File: config.mk
export PLATFORM = sky130hd
export DESIGN_NAME = sorted_priority_queue_unit
export DESIGN_NICKNAME = d
export VERILOG_FILES = /design/src/sv/spq_pkg.sv /design/src/sv/spq_cell.sv /design/src/sv/sorted_priority_queue_unit.sv
export SDC_FILE = /design/constraint.sdc
export NUM_CORES = 1
export LEC_CHECK = 0
export BUFFER_PORTS_ARGS = -buffer_cell sky130_fd_sc_hd__buf_2
export CAP_MARGIN = 5
export CORE_UTILIZATION = 48
export CTS_CLUSTER_SIZE = 12
export DETAILED_ROUTE_END_ITERATION = 10
export MAX_ROUTING_LAYER = met4
export SYNTH_ARGS = -nofsm -noshare
export SYNTH_HDL_FRONTEND = slang
export SYNTH_SLANG_ARGS = --single-unit
File: constraint.sdc
create_clock -name clk_i -period 11.7 [get_ports clk_i]
set_input_delay 1.755 -clock clk_i [delete_from_list [all_inputs] [get_ports clk_i]]
set_output_delay 1.755 -clock clk_i [all_outputs]
set_load 0.02 [all_outputs]
File: src/sv/spq_pkg.sv
// ----------------------------------------------------------------------------
// spq_pkg: shared types and codes for the sorted priority queue
// Item layouts for both channels, the stored entry, the cell control group,
// and the opcode and status codes.
// ----------------------------------------------------------------------------
package spq_pkg;

  localparam logic OP_INSERT = 1'b0;
  localparam logic OP_POP    = 1'b1;

  localparam logic [1:0] ST_DONE  = 2'd0;
  localparam logic [1:0] ST_FULL  = 2'd1;
  localparam logic [1:0] ST_EMPTY = 2'd2;

  typedef struct packed {
    logic        opcode;
    logic [15:0] item_tag;
    logic [6:0]  item_age;
    logic [7:0]  item_priority;
  } spq_in_t;

  typedef struct packed {
    logic [1:0]  status;
    logic [15:0] out_tag;
    logic [6:0]  out_age;
    logic [7:0]  out_priority;
    logic [4:0]  occupancy_now;
  } spq_out_t;

  // One stored entry
  typedef struct packed {
    logic [15:0] tag;
    logic [6:0]  age;
    logic [7:0]  pri;
  } spq_entry_t;

  // Broadcast to every cell for the current item
  typedef struct packed {
    logic ins;
    logic pop;
  } spq_ctl_t;

endpackage

File: src/sv/spq_cell.sv
// ----------------------------------------------------------------------------
// spq_cell: one slot of the sorted queue
// Holds one entry. On insert it keeps, takes the new entry, or takes its
// left neighbor's entry; on pop it takes its right neighbor's entry.
// ----------------------------------------------------------------------------
module spq_cell #(
  parameter bit IS_HEAD = 1'b0
) (
  input  logic               clk_i,
  input  spq_pkg::spq_ctl_t  ctl_i,
  input  spq_pkg::spq_entry_t new_i,
  input  spq_pkg::spq_entry_t left_i,
  input  spq_pkg::spq_entry_t right_i,
  input  logic               left_before_i,
  input  logic               occupied_i,
  output logic               before_o,
  output spq_pkg::spq_entry_t entry_o
);
  import spq_pkg::*;

  spq_entry_t entry_q;

  // The new entry belongs at or ahead of this slot. The head yields only to a
  // strictly higher priority; later slots also yield on equal priority.
  always_comb begin
    if (!occupied_i) begin
      before_o = 1'b1;
    end else if (IS_HEAD) begin
      before_o = entry_q.pri < new_i.pri;
    end else begin
      before_o = entry_q.pri <= new_i.pri;
    end
  end

  always_ff @(posedge clk_i) begin
    if (ctl_i.ins) begin
      if (left_before_i) begin
        entry_q <= left_i;
      end else if (before_o) begin
        entry_q <= new_i;
      end
    end else if (ctl_i.pop) begin
      entry_q <= right_i;
    end
  end

  assign entry_o = entry_q;

endmodule

File: src/sv/sorted_priority_queue_unit.sv
// ----------------------------------------------------------------------------
// sorted_priority_queue_unit: bounded priority queue in a row of cells
// Input channel (in_valid_i / in_ready_o / in_data_i) carries an opcode:
// insert places the entry in descending priority order, pop returns the head.
// Each item gives exactly one result on out_valid_o / out_ready_i / out_data_o
// with a status: done, insert refused (full) or pop refused (empty).
// The result is registered at the edge that accepts the item. One item is
// taken per cycle unless results stall; every cell compares its entry with
// the new priority in parallel and all shift left or right at that edge.
// While a result waits unaccepted, in_ready_o is low unless out_ready_i is
// high, so the next item is taken in the same cycle the result leaves.
// Reset empties the queue (occupancy zero) and clears the output valid; the
// entry storage is not cleared and holds no meaning until written.
// DEPTH sets the number of cells (2 to 256); occupancy_now reports the low
// five bits of the entry count.
// ----------------------------------------------------------------------------
module sorted_priority_queue_unit #(
  parameter int DEPTH = 16
) (
  input  logic              clk_i,
  input  logic              rst_ni,
  input  logic              in_valid_i,
  output logic              in_ready_o,
  input  spq_pkg::spq_in_t  in_data_i,
  output logic              out_valid_o,
  input  logic              out_ready_i,
  output spq_pkg::spq_out_t out_data_o
);
  import spq_pkg::*;

  localparam int OccW = $clog2(DEPTH + 1);

  logic [OccW-1:0] occ_q, occ_d;
  logic            out_valid_q;
  spq_out_t        out_q;

  logic       accept, full, empty;
  spq_ctl_t   ctl;
  spq_entry_t new_entry;
  spq_entry_t cell_entry [DEPTH];
  logic       cell_before [DEPTH];
  logic [OccW+4:0] occ_wide;

  assign in_ready_o = !out_valid_q || out_ready_i;
  assign accept     = in_valid_i && in_ready_o;
  assign full       = (occ_q == OccW'(DEPTH));
  assign empty      = (occ_q == '0);

  assign ctl.ins = accept && (in_data_i.opcode == OP_INSERT) && !full;
  assign ctl.pop = accept && (in_data_i.opcode == OP_POP) && !empty;

  assign new_entry.tag = in_data_i.item_tag;
  assign new_entry.age = in_data_i.item_age;
  assign new_entry.pri = in_data_i.item_priority;

  for (genvar i = 0; i < DEPTH; i++) begin : g_cell
    spq_entry_t left_e, right_e;
    logic       left_b;

    if (i == 0) begin : g_head
      assign left_e = new_entry;
      assign left_b = 1'b0;
    end else begin : g_body
      assign left_e = cell_entry[i-1];
      assign left_b = cell_before[i-1];
    end

    // The last cell's refill on pop lands beyond the new occupancy
    if (i == DEPTH - 1) begin : g_tail
      assign right_e = cell_entry[i];
    end else begin : g_mid
      assign right_e = cell_entry[i+1];
    end

    spq_cell #(
      .IS_HEAD (i == 0)
    ) u_cell (
      .clk_i         (clk_i),
      .ctl_i         (ctl),
      .new_i         (new_entry),
      .left_i        (left_e),
      .right_i       (right_e),
      .left_before_i (left_b),
      .occupied_i    (OccW'(i) < occ_q),
      .before_o      (cell_before[i]),
      .entry_o       (cell_entry[i])
    );
  end

  always_comb begin
    occ_d = occ_q;
    if (ctl.ins) begin
      occ_d = occ_q + OccW'(1);
    end else if (ctl.pop) begin
      occ_d = occ_q - OccW'(1);
    end
  end

  assign occ_wide = {5'd0, occ_d};

  always_ff @(posedge clk_i or negedge rst_ni) begin
    if (!rst_ni) begin
      occ_q       <= '0;
      out_valid_q <= 1'b0;
    end else begin
      occ_q <= occ_d;
      if (accept) begin
        out_valid_q <= 1'b1;
      end else if (out_ready_i) begin
        out_valid_q <= 1'b0;
      end
    end
  end

  always_ff @(posedge clk_i) begin
    if (accept) begin
      out_q.occupancy_now <= occ_wide[4:0];
      out_q.out_tag       <= '0;
      out_q.out_age       <= '0;
      out_q.out_priority  <= '0;
      if (in_data_i.opcode == OP_INSERT) begin
        out_q.status <= full ? ST_FULL : ST_DONE;
      end else if (empty) begin
        out_q.status <= ST_EMPTY;
      end else begin
        out_q.status       <= ST_DONE;
        out_q.out_tag      <= cell_entry[0].tag;
        out_q.out_age      <= cell_entry[0].age;
        out_q.out_priority <= cell_entry[0].pri;
      end
    end
  end

  assign out_valid_o = out_valid_q;
  assign out_data_o  = out_q;

endmodule

==> results.json, run 1 <==
{
  "status": "completed",
  "antenna_found_initial": 0,
  "min_path_type": "reg -> reg",
  "cpPeakStageDelay_ns": 0.90,
  "crit_fanout": 33,
  "cts_root_buf": "clkbuf_16",
  "slew_headroom": 0.148,
  "final_area_um2": 32800,
  "gp_congestion": 0.896,
  "fillers": 5419,
  "die_w_um": 253,
  "fin_skew_ns": 0.0368,
  "post_cts_buffers": 0,
  "fp.coreArea_um2": 61800,
  "syn_to_final_growth_pct": 8.97,
  "finish.utilization": 0.531,
  "crit_required_ns": 11.95,
  "ff_latch_area_um2": 16200,
  "fin_tns_setup_ns": 0,
  "cts_made_buffers": 60,
  "async_reset_ff_frac": 0.0111,
  "final.min_clock_period_ns": 5.18,
  "cts_hold_buffers": 0,
  "critPathLaunchType": "input port",
  "power_density_nw_per_um2": 178,
  "final_antenna_net_count": 0,
  "clk_pin_slew_ns": 0.06,
  "netlist_area_um2": 30100,
  "post-route-period-util": 0.442,
  "nets": 2734,
  "setup_ws_ns": 6.52,
  "dp.final_hpwl_um": 55800,
  "cp-end-kind": "flop",
  "via_per_inst": 6.65,
  "vias": 23000,
  "peakVddDrop_uv": 125,
  "crit_slowest_cell": "a31oi_4",
  "crit_top_cell": "buf_4",
  "setup_viol": 0,
  "grt-ovfl-total": 0,
  "synth-edff-count": 534,
  "start_util": 0.487,
  "die_area_um2": 63800,
  "synth-main-ff-cell": "edfxtp_1",
  "die_h_um": 253,
  "route.detailed.drc": 0,
  "hold_viol": 0,
  "grt_pass1_wl_um": 132000,
  "ff2ff_setup_slack_ns": 7.12,
  "drt_first_iter_violations": 2730,
  "grt_pass1_vias": 22200,
  "place_ws_ns": 5.85,
  "cts_buffer_depth": 3,
  "maxCapViolations": 0,
  "synth_nets": 2849,
  "clkLatencyLatePin_ns": 0.66,
  "io_pins": 76,
  "timing.final.max_slew_violations": 0,
  "syn_avg_cell_area_um2": 11.2,
  "yosysWarnings": 0,
  "num_rows": 91,
  "cts-resized-gates": 0,
  "syn_inst": 2682,
  "p_leak_uw": 0.0115,
  "ys_seq_area_frac": 0.537,
  "final_layout_size_suffix_gt1_frac": 0.111,
  "crit_arrival_ns": 5.43,
  "dpl_cell_area_um2": 31000,
  "cts_max_level": 2,
  "drt-total-wl_um": 83300,
  "grt_max_degree": 231,
  "path_cells": "buf_2 -> inv_1 -> buf_4 -> ha_1 -> a211o_1 -> a21oi_1 -> nand3_1 -> and2_1 -> buf_4 -> a31oi_4",
  "tightest_slew_ns": 1.28,
  "wl_per_cell_um": 24.1,
  "clkSinkCount": 540,
  "max_freq_mhz": 193,
  "multiInputGateArea_um2": 12800,
  "cts_tree": "built",
  "yosysUniqueCellTypes": 63,
  "synth-seq-cells": 540,
  "whs_ns": 0.546,
  "io_buffers": 75,
  "grt.total_usage": 0.265,
  "rsz0062_at_grt": "false",
  "dr.pass1.iters": 6,
  "critical_path_class": "in -> reg",
  "num_antenna_cells": 0
}
-- cell usage after synthesis, drive strengths merged (3+ instances only) --
cell type  instances  area share
a221o            434        0.14
nor2b             14      0.0029
nand2            437       0.055
or2                5      0.0010
nor4               4     0.00083
nand3              8      0.0013
ha               131       0.054
nor3             122       0.020
nand4             27      0.0056
mux2              32       0.012
nor2              25      0.0032
and4               6      0.0017
a31oi             16      0.0033
nand4bb            3      0.0011
o21ai             11      0.0018
a21o              35      0.0087
o22ai              3     0.00062
inv               29      0.0036
a211oi            17      0.0049
a211o              9      0.0026
o211ai            17      0.0042
edfxtp           534        0.53
buf              185       0.031
a21oi            336       0.056
o21a              10      0.0025
and2              66       0.014
clkbuf           126       0.016
dfrtp              6      0.0050
nand2b             5      0.0010
-- flip-flops by register name, summed over array words and instances (netlist names) --
signal and flops:
g_cell.u_cell.entry_o 496, out_data_o 38, occ_q 5, out_valid_o 1
-- area by class of cell --
type,count,share of cell area
clock inverters,37,0.00861
well taps,837,0.0319
repair buffers,134,0.0253
clock buffers,74,0.0473
flip-flops and latches,540,0.493
inverters,29,0.00332
multi-input cells,1802,0.390
-- metal layers --
metal,track usage,vias to the layer above,share of wire
met2,0.387,1099,0.44
li1,-,10400,-
met1,0.385,11400,0.46
met5,-,-,0
met4,0.0687,0,0.019
met3,0.0403,107,0.079
-- cells in the final DEF, fill, tap and decap left out, types with 12 or more instances in the layout --
cell type	count
a31oi_4	13
nand4_1	27
a211oi_1	12
edfxtp_1	534
ha_1	131
o211ai_1	17
clkbuf_1	14
and2_1	66
inv_1	28
nor2_1	17
buf_2	75
nor2b_1	14
clkinv_1	22
buf_4	58
mux2_2	32
nor3_1	121
a221o_1	434
nand2_1	436
clkbuf_16	60
a21oi_1	332
a21o_1	35
-- metrics by stage --
step | cells | total power [uW]
CTS | 3453 | 5870
detailed placement | 3342 | 4070
global route | 3453 | 6090
floorplan | 2682 | 3630
finish | 3453 | 5860
global placement | 3342 | 4020
-- power by group --
part | internal [uW] | switching [uW]
Combinational | 484 | 950
Clock | 1010 | 803
Sequential | 2440 | 173
-- critical path: cells and delay by family --
family	cells	cell delay, ns
AOI/OAI and AO/OA	3	1.37
and+or+nand+nor	2	1.29
buffers and inverters	4	0.65
adders and majority gates	1	0.30
-- final timing paths --
kind	start	end	cells past startpoint
min in group asynchronous	rst_ni	occ_q[3]	1
setup reg to reg	occ_q[1]	g_cell[2].u_cell.entry_o[18]	8
max in group asynchronous	rst_ni	occ_q[0]	1
setup / recovery	in_data_i[5]	g_cell[2].u_cell.entry_o[2]	10
hold / removal	g_cell[15].u_cell.entry_o[10]	g_cell[14].u_cell.entry_o[10]	1
hold reg to reg	g_cell[15].u_cell.entry_o[10]	g_cell[14].u_cell.entry_o[10]	1
-- cells by family after synthesis --
| group | count (synthesis) | synth area share |
|---|---|---|
| XOR/XNOR | 4 | 0.00116 |
| AND/OR/NAND/NOR | 730 | 0.110 |
| AO/OA/AOI/OAI | 904 | 0.235 |
| multiplexers | 33 | 0.0123 |
| flip-flops | 540 | 0.537 |
| adder cells (fa/ha/maj) | 131 | 0.0544 |
| buffers and inverters | 340 | 0.0505 |
Note: power is estimated with default switching activity, not from simulation.
==> run 2: changes to the inputs <==
clock period = 5.4 ns   (was 11.7 ns; I/O delays follow)
==> results.json, run 2 (synthesis gave the netlist of run 1 again) <==
{
  "status": "completed",
  "num_rows": 91,
  "cpPeakStageDelay_ns": 0.94,
  "final_layout_size_suffix_gt1_frac": 0.117,
  "post-route-period-util": 0.703,
  "setup_viol": 0,
  "crit_arrival_ns": 4.15,
  "final.min_clock_period_ns": 3.79,
  "syn_to_final_growth_pct": 9.73,
  "max_freq_mhz": 264,
  "final_common_cell": "edfxtp_1",
  "min_path_type": "in -> reg",
  "clkSinkCount": 540,
  "place_ws_ns": 1.10,
  "total_power_uw": 12700,
  "nets": 2760,
  "cts_tree": "built",
  "p_seq_frac": 0.446,
  "clkLatencyLatePin_ns": 0.63,
  "fin_skew_ns": 0.0208,
  "die_h_um": 253,
  "cts_root_buf": "clkbuf_16",
  "pwr-share-clk": 0.313,
  "fp.coreArea_um2": 61800,
  "pwr-share-comb": 0.241,
  "internal_power_uw": 8640,
  "dr.pass1.iters": 5,
  "fillers": 5355,
  "drt-total-wl_um": 78000,
  "cp-end-kind": "flop",
  "ff_latch_area_um2": 16200,
  "place_inst": 3367,
  "wl_met2_um": 35200,
  "die_area_um2": 63800,
  "drt_first_iter_violations": 2162,
  "cts_made_buffers": 60,
  "setup_ws_ns": 1.61,
  "wl_met3_um": 5440,
  "p_leak_uw": 0.0117,
  "via_per_inst": 6.47,
  "crit_required_ns": 5.76,
  "clk_pin_slew_ns": 0.06,
  "post_cts_buffers": 0,
  "grt_pass1_wl_um": 125000,
  "mostFrequentLayoutCells": "edfxtp_1, nand2_1, a221o_1",
  "rsz0062_at_grt": "false",
  "power_density_nw_per_um2": 383,
  "num_antenna_cells": 0,
  "swShare": 0.318,
  "maxCapViolations": 0,
  "crit_fanout": 36,
  "hold_viol": 0,
  "critical_path_class": "reg -> reg",
  "tightest_slew_ns": 1.20,
  "cts-resized-gates": 0,
  "route.detailed.drc": 0,
  "power_switching_uw": 4030,
  "gp_congestion": 0.904,
  "grt-ovfl-total": 0,
  "top_layer": "met4",
  "antenna_found_initial": 0,
  "cts_max_level": 2,
  "cts_hold_buffers": 1,
  "final_antenna_net_count": 0,
  "vias": 22500,
  "fin_tns_setup_ns": 0,
  "crit_slowest_cell": "o21ai_4",
  "largest_reg_flops": 496,
  "dp.final_hpwl_um": 55800,
  "fin_cells": 3476,
  "path_cells": "nor3_2 -> a21boi_2 -> buf_4 -> o21ai_4 -> buf_4 -> a31oi_4 -> buf_4",
  "wl_per_cell_um": 22.4,
  "grt.total_usage": 0.250,
  "cts_buffer_depth": 3,
  "slew_headroom": 0.196,
  "drt-met1-wl_um": 35900,
  "start_util": 0.487,
  "io_buffers": 75,
  "timing.final.max_slew_violations": 0,
  "multiInputGateArea_um2": 12800,
  "die_w_um": 253,
  "io_pins": 76,
  "dpl_cell_area_um2": 31200,
  "crit_top_cell": "buf_4",
  "peakVddDrop_uv": 266,
  "grt_pass1_vias": 21800,
  "final_area_um2": 33100,
  "grt_max_degree": 180,
  "critPathLaunchType": "flop"
}
## run 2: cell count changes in the layout (fill, tap and decap cells not counted), moves of 3 or more
| cell | delta |
|---|---|
| buf_4 | +23 |
| nor2_1 | +7 |
| clkinv_1 | -7 |
| clkbuf_1 | +3 |
| nor2_2 | -7 |
## run 2: final timing paths
check / to / from / depth (start not counted) / slack, ns
setup / recovery: g_cell[4].u_cell.entry_o[14] / occ_q[4] / 7 / 1.61
hold / removal: out_valid_o / in_valid_i / 2 / 0.42
setup reg to reg: g_cell[4].u_cell.entry_o[14] / occ_q[4] / 7 / 1.61
hold reg to reg: out_data_o[32] / g_cell[0].u_cell.entry_o[27] / 1 / 0.55
max in group asynchronous: occ_q[0] / rst_ni / 2 / 4.71
min in group asynchronous: out_valid_o / rst_ni / 2 / 0.53
## run 2: final cells by class
class	count	area share
inverters	29	0.00329
multi-input cells	1802	0.387
clock inverters	30	0.00821
clock buffers	78	0.0481
flip-flops and latches	540	0.490
repair buffers	160	0.0319
well taps	837	0.0317
## run 2: power by group through the flow
stage | Clock [uW] | Combinational [uW] | Sequential (uW)
final | 3960 | 3060 | 5650
after global routing | 4170 | 3340 | 5700
after global placement | 0 | 2950 | 5720
after CTS | 4030 | 3050 | 5640
after detailed placement | 0 | 3050 | 5730
after floorplan | 0 | 2290 | 5580
## run 2: metrics by stage
step,hold WS (ns),utilization
detailed placement,0.533,0.504
finish,0.418,0.535
CTS,0.374,0.535
floorplan,0.514,-
global placement,0.527,0.504
global route,0.411,0.535
## run 2: routing by layer
| layer | vias up | GRT usage |
|---|---|---|
| met5 | - | - |
| li1 | 10400 | - |
| met2 | 939 | 0.382 |
| met3 | 111 | 0.0279 |
| met1 | 11000 | 0.358 |
| met4 | 0 | 0.0596 |
## run 2: critical path, delay by kind of cell, from the launching register on
| family | cells | cell delay [ns] |
|---|---|---|
| AOI/OAI and AO/OA | 3 | 1.15 |
| and+or+nand+nor | 1 | 0.71 |
| buffers and inverters | 3 | 0.93 |
| DFF | 1 | 0.72 |
